**config.mk**
```make
export PLATFORM = sky130hd
export DESIGN_NAME = rgb_fade_pulse_led_engine_top_flat
export DESIGN_NICKNAME = d
export VERILOG_FILES = /design/src/rtl/rfple_pkg.sv /design/src/rtl/rfple_if.sv /design/src/rtl/rfple_in_reg.sv /design/src/rtl/rfple_rng.sv /design/src/rtl/rfple_core.sv /design/src/rtl/rfple_out_reg.sv /design/src/rtl/rgb_fade_pulse_led_engine_top.sv /design/src/flat_wrapper.sv
export SDC_FILE = /design/constraint.sdc
export NUM_CORES = 1
export LEC_CHECK = 0
export ABC_AREA = 1
export BUFFER_PORTS_ARGS = -buffer_cell sky130_fd_sc_hd__buf_2
export CAP_MARGIN = 20
export CORE_AREA = 2 2 207 209
export CTS_BUF_LIST = sky130_fd_sc_hd__clkbuf_8
export CTS_CLUSTER_SIZE = 16
export DETAILED_ROUTE_END_ITERATION = 16
export DIE_AREA = 0 0 209 211
export GPL_ROUTABILITY_DRIVEN = 1
export PLACE_DENSITY = 0.66
export SLEW_MARGIN = 40
export SYNTH_ARGS = -nofsm -noshare
export SYNTH_HDL_FRONTEND = slang
export SYNTH_HIERARCHICAL = 1
export SYNTH_SLANG_ARGS = --single-unit
```
**constraint.sdc**
```tcl
create_clock -name clk -period 7.7 [get_ports clk]
set_input_delay 1.54 -clock clk [delete_from_list [all_inputs] [get_ports clk]]
set_output_delay 1.54 -clock clk [all_outputs]
set_load 0.01 [all_outputs]
```
**src/rtl/rfple_pkg.sv**
```systemverilog
// ----------------------------------------------------------------------------
// rfple_pkg
// Shared types, codes and the color palette of the RGB fade/pulse engine.
// ----------------------------------------------------------------------------
package rfple_pkg;

  // command codes carried in the kind field
  localparam logic [2:0] KIND_SET   = 3'd0;
  localparam logic [2:0] KIND_FADE  = 3'd1;
  localparam logic [2:0] KIND_PULSE = 3'd2;
  localparam logic [2:0] KIND_PARTY = 3'd3;
  localparam logic [2:0] KIND_TICK  = 3'd4;

  // engine modes
  localparam logic [1:0] MODE_NORMAL = 2'd0;
  localparam logic [1:0] MODE_FADE   = 2'd1;
  localparam logic [1:0] MODE_PULSE  = 2'd2;
  localparam logic [1:0] MODE_PARTY  = 2'd3;

  // random generator: Galois, right shift
  localparam logic [15:0] LFSR_TAPS  = 16'hB400;
  localparam logic [15:0] SEED_RESET = 16'd44257;

  // number of stored palette colors
  localparam int PAL_STORED = 10;

  typedef struct packed {
    logic [7:0] red;
    logic [7:0] green;
    logic [7:0] blue;
  } rgb_t;

  typedef struct packed {
    logic [2:0]  kind;
    logic [7:0]  red;
    logic [7:0]  green;
    logic [7:0]  blue;
    logic [7:0]  second_red;
    logic [7:0]  second_green;
    logic [7:0]  second_blue;
    logic [15:0] step_delay;
  } item_t;

  typedef struct packed {
    logic [7:0] out_red;
    logic [7:0] out_green;
    logic [7:0] out_blue;
    logic [1:0] out_mode;
  } result_t;

  // status from the core: palette jump request and current mode
  typedef struct packed {
    logic       jump;
    logic [1:0] mode;
  } core_stat_t;

  // party palette
  function automatic rgb_t palette_color(input logic [3:0] idx);
    rgb_t c;
    unique case (idx)
      4'd0:    c = '{red: 8'd204, green: 8'd0,   blue: 8'd204};
      4'd1:    c = '{red: 8'd128, green: 8'd255, blue: 8'd0};
      4'd2:    c = '{red: 8'd102, green: 8'd102, blue: 8'd255};
      4'd3:    c = '{red: 8'd51,  green: 8'd255, blue: 8'd51};
      4'd4:    c = '{red: 8'd255, green: 8'd153, blue: 8'd51};
      4'd5:    c = '{red: 8'd153, green: 8'd51,  blue: 8'd255};
      4'd6:    c = '{red: 8'd255, green: 8'd0,   blue: 8'd0};
      4'd7:    c = '{red: 8'd255, green: 8'd153, blue: 8'd255};
      4'd8:    c = '{red: 8'd0,   green: 8'd128, blue: 8'd255};
      4'd9:    c = '{red: 8'd255, green: 8'd255, blue: 8'd0};
      default: c = '{red: 8'd0,   green: 8'd0,   blue: 8'd0};
    endcase
    return c;
  endfunction

endpackage

```
**src/rtl/rfple_if.sv**
```systemverilog
// ----------------------------------------------------------------------------
// rfple_if
// Valid/ready channels of the engine: command input, color result, seed write.
// ----------------------------------------------------------------------------
interface rfple_in_if;
  logic        valid;
  logic        ready;
  logic [2:0]  kind;
  logic [7:0]  red;
  logic [7:0]  green;
  logic [7:0]  blue;
  logic [7:0]  second_red;
  logic [7:0]  second_green;
  logic [7:0]  second_blue;
  logic [15:0] step_delay;

  modport source (output valid, kind, red, green, blue, second_red, second_green,
                  second_blue, step_delay, input ready);
  modport sink (input valid, kind, red, green, blue, second_red, second_green,
                second_blue, step_delay, output ready);
endinterface

interface rfple_out_if;
  logic       valid;
  logic       ready;
  logic [7:0] out_red;
  logic [7:0] out_green;
  logic [7:0] out_blue;
  logic [1:0] out_mode;

  modport source (output valid, out_red, out_green, out_blue, out_mode, input ready);
  modport sink (input valid, out_red, out_green, out_blue, out_mode, output ready);
endinterface

interface rfple_cfg_if;
  logic        valid;
  logic        ready;
  logic [15:0] random_seed;

  modport source (output valid, random_seed, input ready);
  modport sink (input valid, random_seed, output ready);
endinterface

```
**src/rtl/rfple_in_reg.sv**
```systemverilog
// ----------------------------------------------------------------------------
// rfple_in_reg
// Input register: captures one command word, holds it until the core takes it.
// ----------------------------------------------------------------------------
module rfple_in_reg
  import rfple_pkg::*;
(
  input  logic       clk,
  input  logic       rst_n,
  rfple_in_if.sink   in_ch,
  input  logic       take,      // core consumes the held word this cycle
  output logic       s1_valid,
  output item_t      s1_item
);

  logic  valid_r, valid_nxt;
  item_t item_r;
  logic  load;

  // room when empty or being drained
  assign in_ch.ready = !valid_r || take;
  assign load        = in_ch.valid && in_ch.ready;

  always_comb begin
    valid_nxt = valid_r;
    if (load) begin
      valid_nxt = 1'b1;
    end else if (take) begin
      valid_nxt = 1'b0;
    end
  end

  always_ff @(posedge clk) begin
    if (!rst_n) begin
      valid_r <= 1'b0;
    end else begin
      valid_r <= valid_nxt;
    end
  end

  // payload, no reset
  always_ff @(posedge clk) begin
    if (load) begin
      item_r <= '{kind: in_ch.kind, red: in_ch.red, green: in_ch.green,
                  blue: in_ch.blue, second_red: in_ch.second_red,
                  second_green: in_ch.second_green, second_blue: in_ch.second_blue,
                  step_delay: in_ch.step_delay};
    end
  end

  assign s1_valid = valid_r;
  assign s1_item  = item_r;

endmodule

```
**src/rtl/rfple_rng.sv**
```systemverilog
// ----------------------------------------------------------------------------
// rfple_rng
// Palette chooser: 16-bit LFSR, seed write port, modulo reduction, palette.
// ----------------------------------------------------------------------------
module rfple_rng
  import rfple_pkg::*;
#(
  parameter int PALETTE_ENTRIES = 10
)
(
  input  logic        clk,
  input  logic        rst_n,
  rfple_cfg_if.sink   cfg_ch,
  input  core_stat_t  stat,       // jump advances the generator
  output rgb_t        pal_color   // color for the next jump
);

  // reciprocal for v / PALETTE_ENTRIES, exact for all 16-bit v
  localparam int          SH    = 21;
  localparam int          RECIP = ((2 ** SH) + PALETTE_ENTRIES - 1) / PALETTE_ENTRIES;
  localparam logic [21:0] RECIP_W = 22'(RECIP);
  localparam logic [20:0] PE_W    = 21'(PALETTE_ENTRIES);

  logic [15:0] lfsr_r, lfsr_nxt;
  logic [15:0] seed_v;
  logic [15:0] adv_v;
  logic [37:0] prod;
  logic [15:0] quot;
  logic [20:0] qp;
  logic [20:0] rem_full;
  logic [3:0]  rem;
  logic [3:0]  idx;

  assign cfg_ch.ready = 1'b1;

  // one LFSR step; zero state is forced to 1 first
  always_comb begin
    seed_v = (lfsr_r == 16'd0) ? 16'd1 : lfsr_r;
    if (seed_v[0]) begin
      adv_v = (seed_v >> 1) ^ LFSR_TAPS;
    end else begin
      adv_v = seed_v >> 1;
    end
  end

  // index = (adv % PALETTE_ENTRIES) % PAL_STORED
  always_comb begin
    prod     = 38'(adv_v) * 38'(RECIP_W);
    quot     = prod[SH+15:SH];
    qp       = 21'(quot) * PE_W;
    rem_full = 21'(adv_v) - qp;
    rem      = rem_full[3:0];
    idx      = (rem >= 4'(PAL_STORED)) ? rem - 4'(PAL_STORED) : rem;
  end

  assign pal_color = palette_color(idx);

  // seed write loads the generator directly
  always_comb begin
    lfsr_nxt = lfsr_r;
    priority if (cfg_ch.valid && cfg_ch.ready) begin
      lfsr_nxt = cfg_ch.random_seed;
    end else if (stat.jump) begin
      lfsr_nxt = adv_v;
    end
  end

  always_ff @(posedge clk) begin
    if (!rst_n) begin
      lfsr_r <= SEED_RESET;
    end else begin
      lfsr_r <= lfsr_nxt;
    end
  end

endmodule

```
**src/rtl/rfple_core.sv**
```systemverilog
// ----------------------------------------------------------------------------
// rfple_core
// Engine state and next-state logic: commands, countdown and color stepping.
// ----------------------------------------------------------------------------
module rfple_core
  import rfple_pkg::*;
#(
  parameter int DELAY_BITS = 16
)
(
  input  logic       clk,
  input  logic       rst_n,
  input  logic       fire,       // s1_item is consumed this cycle
  input  item_t      s1_item,
  input  rgb_t       pal_color,
  output core_stat_t stat,
  output result_t    res_nxt
);

  localparam int DW = DELAY_BITS;

  rgb_t                 cur_r, cur_nxt;
  rgb_t                 tgt_r, tgt_nxt;
  rgb_t                 sec_r, sec_nxt;
  logic [DW-1:0]        reload_r, reload_nxt;
  logic signed [DW:0]   cnt_r, cnt_nxt;
  logic [1:0]           mode_r, mode_nxt;

  logic [DW+15:0]       delay_ext;
  logic [DW-1:0]        delay_v;
  logic                 cnt_le0;
  logic signed [DW:0]   cnt_base;
  rgb_t                 stepped;
  rgb_t                 c1;
  rgb_t                 c2;
  logic                 jump;

  // one step of a channel toward its target
  function automatic logic [7:0] step_to(input logic [7:0] c, input logic [7:0] t);
    logic [7:0] r;
    priority if (c < t) begin
      r = c + 8'd1;
    end else if (c > t) begin
      r = c - 8'd1;
    end else begin
      r = c;
    end
    return r;
  endfunction

  // delay fitted to DELAY_BITS
  assign delay_ext = {{DW{1'b0}}, s1_item.step_delay};
  assign delay_v   = delay_ext[DW-1:0];

  assign c1 = '{red: s1_item.red, green: s1_item.green, blue: s1_item.blue};
  assign c2 = '{red: s1_item.second_red, green: s1_item.second_green,
                blue: s1_item.second_blue};

  assign cnt_le0 = cnt_r[DW] || (cnt_r == '0);
  assign stepped = '{red:   step_to(cur_r.red, tgt_r.red),
                     green: step_to(cur_r.green, tgt_r.green),
                     blue:  step_to(cur_r.blue, tgt_r.blue)};

  // next state
  always_comb begin
    cur_nxt    = cur_r;
    tgt_nxt    = tgt_r;
    sec_nxt    = sec_r;
    reload_nxt = reload_r;
    cnt_nxt    = cnt_r;
    mode_nxt   = mode_r;
    cnt_base   = cnt_r;
    jump       = 1'b0;
    unique case (s1_item.kind)
      KIND_SET: begin
        cur_nxt  = c1;
        mode_nxt = MODE_NORMAL;
      end
      KIND_FADE: begin
        tgt_nxt    = c1;
        reload_nxt = delay_v;
        cnt_nxt    = {1'b0, delay_v};
        mode_nxt   = MODE_FADE;
      end
      KIND_PULSE: begin
        tgt_nxt    = c1;
        sec_nxt    = c2;
        reload_nxt = delay_v;
        cnt_nxt    = {1'b0, delay_v};
        mode_nxt   = MODE_PULSE;
      end
      KIND_PARTY: begin
        mode_nxt = MODE_PARTY;
      end
      KIND_TICK: begin
        if (mode_r != MODE_NORMAL) begin
          if (cnt_le0) begin
            cur_nxt  = stepped;
            cnt_base = {1'b0, reload_r};
            // arrival handling per mode
            if (stepped == tgt_r) begin
              unique case (mode_r)
                MODE_FADE: begin
                  mode_nxt = MODE_NORMAL;
                end
                MODE_PULSE: begin
                  tgt_nxt = sec_r;
                  sec_nxt = stepped;
                end
                default: begin
                  jump    = 1'b1;
                  cur_nxt = pal_color;
                end
              endcase
            end
          end
          cnt_nxt = cnt_base - (DW + 1)'(1);
        end
      end
      default: begin
      end
    endcase
  end

  always_ff @(posedge clk) begin
    if (!rst_n) begin
      cur_r    <= '0;
      tgt_r    <= '0;
      sec_r    <= '0;
      reload_r <= '0;
      cnt_r    <= '0;
      mode_r   <= MODE_NORMAL;
    end else if (fire) begin
      cur_r    <= cur_nxt;
      tgt_r    <= tgt_nxt;
      sec_r    <= sec_nxt;
      reload_r <= reload_nxt;
      cnt_r    <= cnt_nxt;
      mode_r   <= mode_nxt;
    end
  end

  assign stat    = '{jump: jump && fire, mode: mode_r};
  assign res_nxt = '{out_red: cur_nxt.red, out_green: cur_nxt.green,
                     out_blue: cur_nxt.blue, out_mode: mode_nxt};

endmodule

```
**src/rtl/rfple_out_reg.sv**
```systemverilog
// ----------------------------------------------------------------------------
// rfple_out_reg
// Result register: holds one color word until the consumer takes it.
// ----------------------------------------------------------------------------
module rfple_out_reg
  import rfple_pkg::*;
(
  input  logic        clk,
  input  logic        rst_n,
  rfple_out_if.source out_ch,
  input  logic        load,
  input  result_t     res_nxt,
  output logic        can_load   // register empty or draining
);

  logic    valid_r, valid_nxt;
  result_t res_r;

  assign can_load = !valid_r || out_ch.ready;

  always_comb begin
    valid_nxt = valid_r;
    if (load) begin
      valid_nxt = 1'b1;
    end else if (out_ch.ready) begin
      valid_nxt = 1'b0;
    end
  end

  always_ff @(posedge clk) begin
    if (!rst_n) begin
      valid_r <= 1'b0;
    end else begin
      valid_r <= valid_nxt;
    end
  end

  always_ff @(posedge clk) begin
    if (load) begin
      res_r <= res_nxt;
    end
  end

  assign out_ch.valid     = valid_r;
  assign out_ch.out_red   = res_r.out_red;
  assign out_ch.out_green = res_r.out_green;
  assign out_ch.out_blue  = res_r.out_blue;
  assign out_ch.out_mode  = res_r.out_mode;

endmodule

```
**src/rtl/rgb_fade_pulse_led_engine_top.sv**
```systemverilog
// ----------------------------------------------------------------------------
// rgb_fade_pulse_led_engine_top
// RGB LED color engine: set, fade, pulse and party modes driven by ticks.
//
//   channel | dir | payload                                        | handshake
//   in_ch   | in  | kind, red/green/blue, second_*, step_delay     | valid/ready
//   out_ch  | out | out_red, out_green, out_blue, out_mode         | valid/ready
//   cfg_ch  | in  | random_seed                                    | valid/ready
//
// One word per cycle unless out_ch stalls; path: input then result register.
// Work sits between the input register and the result register; the palette
// path (LFSR step, reciprocal modulo, palette lookup) is the longest one.
// Reset (synchronous rst_n) clears the color state; LFSR starts at 44257.
// A stall on out_ch holds the result register and back-pressures in_ch.
// cfg_ch is always ready; a seed write loads the LFSR at once.
// ----------------------------------------------------------------------------
module rgb_fade_pulse_led_engine_top
  import rfple_pkg::*;
#(
  parameter int PALETTE_ENTRIES = 10,
  parameter int DELAY_BITS      = 16
)
(
  input  logic        clk,
  input  logic        rst_n,
  rfple_in_if.sink    in_ch,
  rfple_out_if.source out_ch,
  rfple_cfg_if.sink   cfg_ch
);

  logic       s1_valid;
  item_t      s1_item;
  logic       can_load;
  logic       fire;
  result_t    res_nxt;
  rgb_t       pal_color;
  core_stat_t stat;

  // core consumes the held word when the result register has room
  assign fire = s1_valid && can_load;

  rfple_in_reg u_in_reg (
    .clk      (clk),
    .rst_n    (rst_n),
    .in_ch    (in_ch),
    .take     (fire),
    .s1_valid (s1_valid),
    .s1_item  (s1_item)
  );

  rfple_rng #(
    .PALETTE_ENTRIES (PALETTE_ENTRIES)
  ) u_rng (
    .clk       (clk),
    .rst_n     (rst_n),
    .cfg_ch    (cfg_ch),
    .stat      (stat),
    .pal_color (pal_color)
  );

  rfple_core #(
    .DELAY_BITS (DELAY_BITS)
  ) u_core (
    .clk       (clk),
    .rst_n     (rst_n),
    .fire      (fire),
    .s1_item   (s1_item),
    .pal_color (pal_color),
    .stat      (stat),
    .res_nxt   (res_nxt)
  );

  rfple_out_reg u_out_reg (
    .clk      (clk),
    .rst_n    (rst_n),
    .out_ch   (out_ch),
    .load     (fire),
    .res_nxt  (res_nxt),
    .can_load (can_load)
  );

`ifndef ASSERT_OFF
  // set red and blue show up in the next result, in normal mode
  a_set_result: assert property (@(posedge clk) disable iff (!rst_n)
    (fire && s1_item.kind == KIND_SET) |=>
      (out_ch.valid && out_ch.out_mode == MODE_NORMAL &&
       out_ch.out_red == $past(s1_item.red) &&
       out_ch.out_blue == $past(s1_item.blue)))
    else $error("set color not reflected in result");

  // a held input word stays put until consumed
  a_in_hold: assert property (@(posedge clk) disable iff (!rst_n)
    (s1_valid && !fire) |=> (s1_valid && $stable(s1_item)))
    else $error("input register lost or changed a word");

  // palette jumps only on a consumed tick in party mode
  a_jump_src: assert property (@(posedge clk) disable iff (!rst_n)
    stat.jump |-> (fire && s1_item.kind == KIND_TICK && stat.mode == MODE_PARTY))
    else $error("palette jump outside party tick");

  // a result stays pending across a stall with no new load
  a_out_keep: assert property (@(posedge clk) disable iff (!rst_n)
    (out_ch.valid && !out_ch.ready) |-> !fire)
    else $error("result overwritten while stalled");
`endif

endmodule
```
**src/flat_wrapper.sv**
```systemverilog
// flat-port wrapper written by rule: the top's interface ports become plain ports
module rgb_fade_pulse_led_engine_top_flat import rfple_pkg::*;
#(
  parameter int PALETTE_ENTRIES = 10,
  parameter int DELAY_BITS      = 16
)
  (clk, rst_n, in_ch_valid, in_ch_kind, in_ch_red, in_ch_green, in_ch_blue, in_ch_second_red, in_ch_second_green, in_ch_second_blue, in_ch_step_delay, in_ch_ready, out_ch_valid, out_ch_out_red, out_ch_out_green, out_ch_out_blue, out_ch_out_mode, out_ch_ready, cfg_ch_valid, cfg_ch_random_seed, cfg_ch_ready);
  rfple_in_if in_ch_i ();
  rfple_out_if out_ch_i ();
  rfple_cfg_if cfg_ch_i ();
  input  logic clk;
  input  logic rst_n;
  input wire logic [$bits(in_ch_i.valid)-1:0] in_ch_valid;
  input wire logic [$bits(in_ch_i.kind)-1:0] in_ch_kind;
  input wire logic [$bits(in_ch_i.red)-1:0] in_ch_red;
  input wire logic [$bits(in_ch_i.green)-1:0] in_ch_green;
  input wire logic [$bits(in_ch_i.blue)-1:0] in_ch_blue;
  input wire logic [$bits(in_ch_i.second_red)-1:0] in_ch_second_red;
  input wire logic [$bits(in_ch_i.second_green)-1:0] in_ch_second_green;
  input wire logic [$bits(in_ch_i.second_blue)-1:0] in_ch_second_blue;
  input wire logic [$bits(in_ch_i.step_delay)-1:0] in_ch_step_delay;
  output wire logic [$bits(in_ch_i.ready)-1:0] in_ch_ready;
  output wire logic [$bits(out_ch_i.valid)-1:0] out_ch_valid;
  output wire logic [$bits(out_ch_i.out_red)-1:0] out_ch_out_red;
  output wire logic [$bits(out_ch_i.out_green)-1:0] out_ch_out_green;
  output wire logic [$bits(out_ch_i.out_blue)-1:0] out_ch_out_blue;
  output wire logic [$bits(out_ch_i.out_mode)-1:0] out_ch_out_mode;
  input wire logic [$bits(out_ch_i.ready)-1:0] out_ch_ready;
  input wire logic [$bits(cfg_ch_i.valid)-1:0] cfg_ch_valid;
  input wire logic [$bits(cfg_ch_i.random_seed)-1:0] cfg_ch_random_seed;
  output wire logic [$bits(cfg_ch_i.ready)-1:0] cfg_ch_ready;
  assign in_ch_i.valid = in_ch_valid;
  assign in_ch_i.kind = in_ch_kind;
  assign in_ch_i.red = in_ch_red;
  assign in_ch_i.green = in_ch_green;
  assign in_ch_i.blue = in_ch_blue;
  assign in_ch_i.second_red = in_ch_second_red;
  assign in_ch_i.second_green = in_ch_second_green;
  assign in_ch_i.second_blue = in_ch_second_blue;
  assign in_ch_i.step_delay = in_ch_step_delay;
  assign in_ch_ready = in_ch_i.ready;
  assign out_ch_valid = out_ch_i.valid;
  assign out_ch_out_red = out_ch_i.out_red;
  assign out_ch_out_green = out_ch_i.out_green;
  assign out_ch_out_blue = out_ch_i.out_blue;
  assign out_ch_out_mode = out_ch_i.out_mode;
  assign out_ch_i.ready = out_ch_ready;
  assign cfg_ch_i.valid = cfg_ch_valid;
  assign cfg_ch_i.random_seed = cfg_ch_random_seed;
  assign cfg_ch_ready = cfg_ch_i.ready;
  rgb_fade_pulse_led_engine_top #(.PALETTE_ENTRIES(PALETTE_ENTRIES), .DELAY_BITS(DELAY_BITS)) u_core (.clk(clk), .rst_n(rst_n), .in_ch(in_ch_i), .out_ch(out_ch_i), .cfg_ch(cfg_ch_i));
endmodule
```
======== Word-level counts from Yosys, hierarchy flattened ========
Memory sizes are Yosys's and may differ from the RTL's.
Index checks and enable logic that the tools add are counted.
word-level totals
  flip-flop bits (word level) ............. 218
  memory bits (read-only) ................. 384
  input port bits ......................... 88
  output and inout bits ................... 29
  logic and storage cells ................. 126
  memories kept ........................... 1
memories
  name              depth  width  read ports  clocked after Yosys merged registers in  write ports  RTL line         RTL
  (name not given)  16     24     1           0                                        0            rfple_pkg.sv:60  unique case (idx)
cells by class
  add/subtract/negate cells ............... 9
  multiply operators ...................... 2
  magnitude comparators ................... 7
  eq/ne operators ......................... 11
  muxes and demuxes ....................... 45
  bitwise operators ....................... 1
  reduce and logical (&&, ||, !) cells .... 23
operators with widths
  kind                    count
  $mux 24                 12
  $pmux 24 s2             3
  $mux 17                 4
  $mux 16                 4
  $mux 8                  6
  $pmux 17 s2             1
  $mul 16x16->32 const B  1
  $add 8x1->8 const B     3
  $eq 24x24->1            1
  $gt 8x8->1              3
  $lt 8x8->1              3
  $sub 8x1->8 const B     3
  $logic_not 17->1        1
  $sub 17x2->17 const B   1
  $logic_not 16->1        1
  $mul 13x3->3 const B    1
  $reduce_and 6->1        2
  $reduce_bool 2->1       6
  $pmux 2 s5              1
  $mux 1                  9
  $mux 2                  4
  $ne 2x2->1 const B      4
  $eq 3x2->1 const B      2
  $ge 4x4->1 const B      1
  15 further kinds        21

======== Longest topological paths before layout ========
Gate-level depths: netlist (run 1).
An unclocked memory read counts as a cell.
  depth in word-level cells ............... 15
  gate-level depth with buffers ........... 60
  gate-level depth less buffers ........... 59

======== Hierarchy ========
The synthesis (run 1) kept the hierarchy.
modules (own cells, without submodules)
  module                         times used  cells an instance  area an instance (um^2)  sequential area each (um^2)
  rfple_core                     1           1554               8805.9                   2142.1
  rfple_rng                      1           637                4853.4                   320.3
  rfple_in_reg                   1           74                 2063.2                   2031.9
  rfple_out_reg                  1           32                 827.0                    800.8
  rgb_fade_pulse_led_engine_top  1           2                  7.5                      0.0

======== Worst setup path before layout (run 1) ========
Ideal clock, no wire load.
  path kind ............................... reg-to-reg
  start point ............................. register u_core.u_rng.lfsr_r[4]
  end point ............................... register u_core.u_out_reg.res_r (netlist bit u_core/u_out_reg/out_ch.out_red[5]) (data pin)
  library setup time ...................... 0.254 ns
  arrival time ............................ 7.947 ns
  required time ........................... 7.446 ns
  setup slack ............................. -0.501 ns
  cell stages (with the launch flop) ...... 56
  buffers on the path ..................... 1
  clock period less this slack ............ 8.201 ns
  cells stage by stage .................... dfxtp_1 -> inv_1 -> ha_1 -> nand2_1 -> nor4_2 -> nor2_1 -> inv_1 -> ha_1 -> inv_1 -> ha_1 -> ha_1 -> inv_1 -> fa_1 -> inv_1 -> fa_1 -> fa_1 -> inv_1 -> fa_1 -> [... 20 more ...] -> nand2_4 -> nand2_4 -> nand3_2 -> nand2_2 -> inv_2 -> ha_1 -> inv_1 -> nand2_1 -> nand2_1 -> nand2_1 -> nand2_1 -> buf_4 -> inv_1 -> nand4_1 -> nand3_1 -> nand2_1 -> nand2_1 -> nand2_1
RTL lines
  item                    RTL line             RTL
  from (decl)             rfple_rng.sv:24      logic [15:0] lfsr_r, lfsr_nxt;
  from (signal assigned)  rfple_rng.sv:72      lfsr_r <= lfsr_nxt;
  to (signal assigned)    rfple_out_reg.sv:40  res_r <= res_nxt;
  to (decl)               rfple_out_reg.sv:17  result_t res_r;

==> flow_summary.yaml, run 1 <==
floorplanning:
  die_area_um2: 44100
  die_w_um: 209
  core_area_um2: 41800
  die_h_um: 211
  io_pins: 117
  start_util_pct: 39.6
  rows: 75
sta:
  fin_crit_ns: 7.98
  finClkSkew_ns: 0.0311
  setup_ws_ns: -0.284
  post-route-period-util_pct: 104
  setup_tns_ns: -10.49
  max_slew_margin_pct: 44.1
  setup_viol: 48
  finalHoldViolations: 0
  tightest_slew_ns: 0.839
  rsz0062_at_grt: "yes"
  timing.final.max_slew_violations: 0
  fmax_mhz: 125
global_route:
  grt_start_max_net_pins: 104
  grt_pass1_wl_um: 79800
  grt_overflow: 0
  grt_pass1_vias: 15245
  grt_antenna_before_repair: 5
  grt_usage_pct: 22.8
routing:
  drtIter0Drc: 1111
  dr.pass1.iters: 5
  vias_per_cell: 5.11
  wl_per_cell_um: 16.6
  via_count: 15549
  drc: 0
  routed_wl_um: 50600
  ant_nets: 0
worst_setup_path:
  startpoint_type: "register"
  worstSetupEndpointType: "register"
  cp.arrival_ns: 8.35
  worst_path_max_delay_cell: "fa_2"
  cp_data_required_time_ns: 8.06
  r2r_start: "u_core/u_rng/lfsr_r[3]$_SDFFE_PN0P_"
  crit_fanout: 5
  cp_top_family: "adder cells"
  crit_path_max_incr_delay_ns: 0.56
  crit_start: "u_core/u_rng/lfsr_r[3]$_SDFFE_PN0P_"
  crit_buf_inv: 12
  cp_common_cell: "nand2_2"
  crit_type: "register to register"
layout:
  syn2layout_area_growth_pct: 19.9
  fillers: 4106
  nets: 2751
  drive_above_1_share_pct: 19.1
yosys:
  synth_compound_gate_area_share_pct: 9.88
  ys_ff_latch: 218
  synth_cell_type_count: 46
  ys_warn_count: 6
  postSynthAreaPerCell_um2: 7.20
  ys_seq_area_share_pct: 32.0
  synth.cell_area_um2: 16600
  synth_top_family_by_area: "simple AND/OR/NAND/NOR gates"
  synth_mux_area_share_pct: 0
  yosys.area_share.simple_pct: 27.6
  synthFlopType: "dfxtp_1"
  async_flop_share_pct: 0
  synthAdderAreaFrac_pct: 17.4
  synthXorXnorAreaFrac_pct: 0.741
  syn-num-nets: 2578
  syn_inst: 2299
  synth-edff-count: 93
clocking:
  cts_buffers: 41
  cts.clk_slew.worst_paths_ns: 0.06
  cts_root_buffer: "clkbuf_8"
  insertion_delay_ns: 0.62
  cts_sinks: 218
  clk_path_buf_depth: 3
  ctsHoldBuffers: 0
  cts_tree: "yes"
  h-tree-depth: 2
run:
  maxCapViolCount: 0
outcome:
  violations: "negative setup slack"
  outcome: "complete, but fails checks"
hold_path:
  min_from: "u_core/u_core/sec_r[19]$_SDFFE_PN0P_"
  worstHoldPathType: "register to register"
place:
  hpwl_um: 36400
  place_congestion: 0.935
  io_buffers: 115
[metal layers]
layer	vias to the layer above	global-route usage [%]	share of wire, %	wire length (um)
li1	7656	-	-	-
met1	7284	29.9	44	22000
met2	495	38.0	46	23500
met3	106	4.06	6.6	3350
met4	8	8.10	3.4	1720
met5	-	0	0.099	50
[placed cells by master (no fill, tap or decap), types with 6 or more instances in the layout]
cell type  count
nor2_1       135
nand3_2       15
fa_1          62
dfxtp_1      116
nand2_4       14
xor2_1         9
a31oi_1        8
nand2_1      589
buf_4         99
o21ai_0      122
ha_4          26
nor2_2         6
inv_1        384
dfxtp_2        9
buf_6          6
o211ai_1       8
nand4_1       41
ha_1          98
nand2_2       37
a21oi_1      106
inv_2         44
nand3_1      191
nor2_4        11
edfxtp_1      93
o221ai_1       8
buf_2        115
o21a_1        18
clkbuf_8      53
o21ai_1        6
[repair_timing]
item / CTS / global route
setup buffers: 15 / 6
pin swaps: 74 / 82
resized for setup: 64 / 66
endpoints found under the setup margin: 48 / 48
[through the flow]
step           utilization, %  std cells  instance area, um2  hold WS, ns  worst slack (ns)
4_1_cts                  46.8       3038               19500        0.446            -0.112
3_5_place_dp             43.6       2947               18200        0.437            -0.338
6_report                 47.5       3045               19800        0.444            -0.284
3_3_place_gp             43.6       2947               18200        0.434            -0.249
2_1_floorplan               -       2299               16700        0.424           0.00199
5_1_grt                  47.5       3044               19800        0.455            -0.652
[tightest hold or removal path: cells and delay by family, from the launching register on]
family	cells	cell delay, ns
buffers and inverters	1	0.04
flip-flops	1	0.31
AO/OA/AOI/OAI	1	0.05
[synthesized netlist by cell type (10+ instances only)]
| master | instances | area share (%) |
|---|---|---|
| nand2_1 | 617 | 14 |
| o21a_1 | 18 | 0.82 |
| xor2_1 | 11 | 0.58 |
| dfxtp_1 | 125 | 15 |
| nor2_1 | 145 | 3.3 |
| nand4_1 | 41 | 1.5 |
| ha_1 | 126 | 9.5 |
| nand3_1 | 203 | 6.1 |
| edfxtp_1 | 93 | 17 |
| a21oi_1 | 111 | 3.4 |
| clkbuf_1 | 54 | 1.2 |
| buf_4 | 15 | 0.68 |
| nand2_2 | 21 | 0.79 |
| inv_2 | 10 | 0.23 |
| buf_2 | 13 | 0.39 |
| fa_1 | 65 | 7.9 |
| inv_1 | 411 | 9.3 |
| o21ai_0 | 124 | 3.7 |
[cells by family after synthesis]
logic type / Yosys count
and+or+nand+nor: 1064
buffers and inverters: 515
AOI/OAI and AO/OA: 296
DFF: 218
adders and majority gates: 191
xor gates and xnor gates: 14
other: 1
[area by class of cell]
cell class	count	area (um2)	share of cell area, %
flip-flops and latches	218	5310	26.7
well taps	539	674	3.40
clock inverters	23	131	0.662
inverters	421	1590	8.00
multi-input cells	1566	9950	50.1
clock buffers	53	729	3.68
repair buffers	224	1470	7.39
diodes	1	2.50	0.0126
[worst paths after layout]
path / end / slack (ns) / cells after the start
setup / recovery: u_core/u_out_reg/out_ch.out_blue[5]$_DFFE_PP_ / -0.28 / 52
hold / removal: u_core/u_core/sec_r[19]$_SDFFE_PN0P_ / 0.44 / 2
setup reg to reg: u_core/u_out_reg/out_ch.out_blue[5]$_DFFE_PP_ / -0.28 / 52
hold reg to reg: u_core/u_core/sec_r[19]$_SDFFE_PN0P_ / 0.44 / 2
[sequential cells by signal, indices dropped and copies added, names as in the netlist, 8 cells and up]
signal and cells:
u_core/u_in_reg/s1_item 67, u_core/u_core/cur_r 24, u_core/u_core/sec_r 24, u_core/u_core/tgt_r 24, u_core/u_core/cnt_r 17, u_core/u_core/reload_r 16, u_core/u_rng/lfsr_r 16, u_core/u_out_reg/out_ch.out_blue 8
u_core/u_out_reg/out_ch.out_green 8, u_core/u_out_reg/out_ch.out_red 8
Power of run 1 is left out: the tool's default activity adds up to more than one toggle a clock period on the data nets, which glitch-free logic cannot reach.
==> run 2, diff against run 1 <==
--- a/config.mk
+++ b/config.mk
@@ -6,15 +6,14 @@
 export NUM_CORES = 1
 export LEC_CHECK = 0
 export ABC_AREA = 1
-export BUFFER_PORTS_ARGS = -buffer_cell sky130_fd_sc_hd__buf_2
 export CAP_MARGIN = 20
 export CORE_AREA = 2 2 207 209
 export CTS_BUF_LIST = sky130_fd_sc_hd__clkbuf_8
 export CTS_CLUSTER_SIZE = 16
 export DETAILED_ROUTE_END_ITERATION = 16
 export DIE_AREA = 0 0 209 211
+export DONT_BUFFER_PORTS = 1
 export GPL_ROUTABILITY_DRIVEN = 1
-export PLACE_DENSITY = 0.66
 export SLEW_MARGIN = 40
 export SYNTH_ARGS = -nofsm -noshare
 export SYNTH_HDL_FRONTEND = slang
==> run 2 against run 1 <==
  * The run still ends with negative setup slack left
  * Die area unchanged
  * Global-route usage up 0.24 points
  * Cell area fell by 3.2%
  * Critical endpoint is now u_core/u_out_reg/out_ch.out_red[4]$_DFFE_PP_
  * Critical path type unchanged
==> flow_summary.yaml, run 2 (synthesized netlist as in run 1, its figures left out) <==
clocking:
  cts.clk_slew.worst_paths_ns: 0.06
  cts_buffers: 41
  cts_tree: "yes"
  cts_sinks: 218
  cts_root_buffer: "clkbuf_8"
  clk_path_buf_depth: 3
  h-tree-depth: 2
  insertion_delay_ns: 0.62
floorplanning:
  start_util_pct: 39.6
  die_w_um: 209
  die_h_um: 211
  die_area_um2: 44100
  io_pins: 117
  rows: 75
  core_area_um2: 41800
outcome:
  violations: "negative setup slack"
  outcome: "complete, but fails checks"
global_route:
  grt_overflow: 0
  grt_pass1_vias: 14687
  grt_usage_pct: 23.1
  grt_antenna_before_repair: 4
  grt_pass1_wl_um: 80100
  grt_start_max_net_pins: 68
routing:
  dr.pass1.iters: 5
  drtIter0Drc: 1122
  drc: 0
  via_count: 15053
  wl_per_cell_um: 17.2
  ant_nets: 0
  vias_per_cell: 5.12
  routed_wl_um: 50600
sta:
  rsz0062_at_grt: "yes"
  post-route-period-util_pct: 103
  timing.hold.ws_ns: 0.449
  setup_viol: 48
  setup_ws_ns: -0.209
  timing.final.max_slew_violations: 0
  fin_crit_ns: 7.91
  fmax_mhz: 126
  finClkSkew_ns: 0.0264
  tightest_slew_ns: 0.768
  finalHoldViolations: 0
  max_slew_margin_pct: 48.7
worst_setup_path:
  crit_fanout: 4
  crit_type: "register to register"
  startpoint_type: "register"
  cp_common_cell: "buf_4"
  cp_data_required_time_ns: 8.05
  crit_path_max_incr_delay_ns: 0.54
  cp.arrival_ns: 8.26
  worstSetupEndpointType: "register"
  worst_path_max_delay_cell: "fa_1"
layout:
  fin_util_pct: 46.0
  syn2layout_area_growth_pct: 16.0
  final_common_cell: "nand2_1"
  final_cell_mix: "nand2_1, inv_1, nand3_1"
  largest_reg_flops: 67
  nets: 2648
  drive_above_1_share_pct: 15.3
  stdcell_count: 2942
place:
  place_congestion: 0.927
  hpwl_um: 37200
  place_inst: 2831
  place_ws_ns: -0.401
  io_buffers: 0
hold_path:
  worstHoldPathType: "register to register"
run:
  maxCapViolCount: 0
run 2: what timing repair did:
action                                  in CTS  in global routing
buffers inserted                            24                 10
pin swaps                                   63                 71
endpoints found under the setup margin      48                 48
hold buffers                                 0                  0
gates resized for setup                     65                 45
run 2: metrics by stage:
stage               instance area [um2]  setup TNS, ns
floorplan                         16700              0
global placement                  17600          -8.35
detailed placement                17600         -12.70
CTS                               19000        -0.0580
global route                      19200         -24.07
finish                            19200          -4.90
run 2: path summary, 6_finish.rpt:
| check | startpoint | end | slack [ns] | cells after the start |
|---|---|---|---|---|
| max | u_core/u_rng/lfsr_r[9]$_SDFFE_PN0P_ | u_core/u_out_reg/out_ch.out_red[4]$_DFFE_PP_ | -0.21 | 52 |
| min | u_core/u_core/sec_r[15]$_SDFFE_PN0P_ | u_core/u_core/sec_r[15]$_SDFFE_PN0P_ | 0.45 | 2 |
| max reg2reg | u_core/u_rng/lfsr_r[9]$_SDFFE_PN0P_ | u_core/u_out_reg/out_ch.out_red[4]$_DFFE_PP_ | -0.21 | 52 |
| min reg2reg | u_core/u_core/sec_r[15]$_SDFFE_PN0P_ | u_core/u_core/sec_r[15]$_SDFFE_PN0P_ | 0.45 | 2 |
run 2: final cells by class:
type                            count  area (um2)
Multi-Input combinational cell   1566        9890
Fill cell                        4155       22500
Clock inverter                     31         201
Antenna cell                        1        2.50
Clock buffer                       45         619
Sequential cell                   218        5310
Inverter                          421        1590
Timing Repair Buffer              121         923
Tap cell                          539         674
run 2: per-layer routing:
layer | track usage [%] | vias to the layer above | share of wire [%]
met3 | 3.84 | 101 | 5.2
met2 | 37.8 | 418 | 46
met5 | 0 | - | 0.079
met1 | 30.4 | 7069 | 45
li1 | - | 7459 | -
met4 | 9.43 | 6 | 3.7
run 2: worst max-delay path: cells and delay by family, from the launching register on:
family | cells | cell delay [ns]
AOI/OAI and AO/OA | 2 | 0.29
and+or+nand+nor | 19 | 1.75
adders and majority gates | 10 | 3.31
buffers and inverters | 21 | 2.01
DFF | 1 | 0.32
Power of run 2 is left out for the same reason.
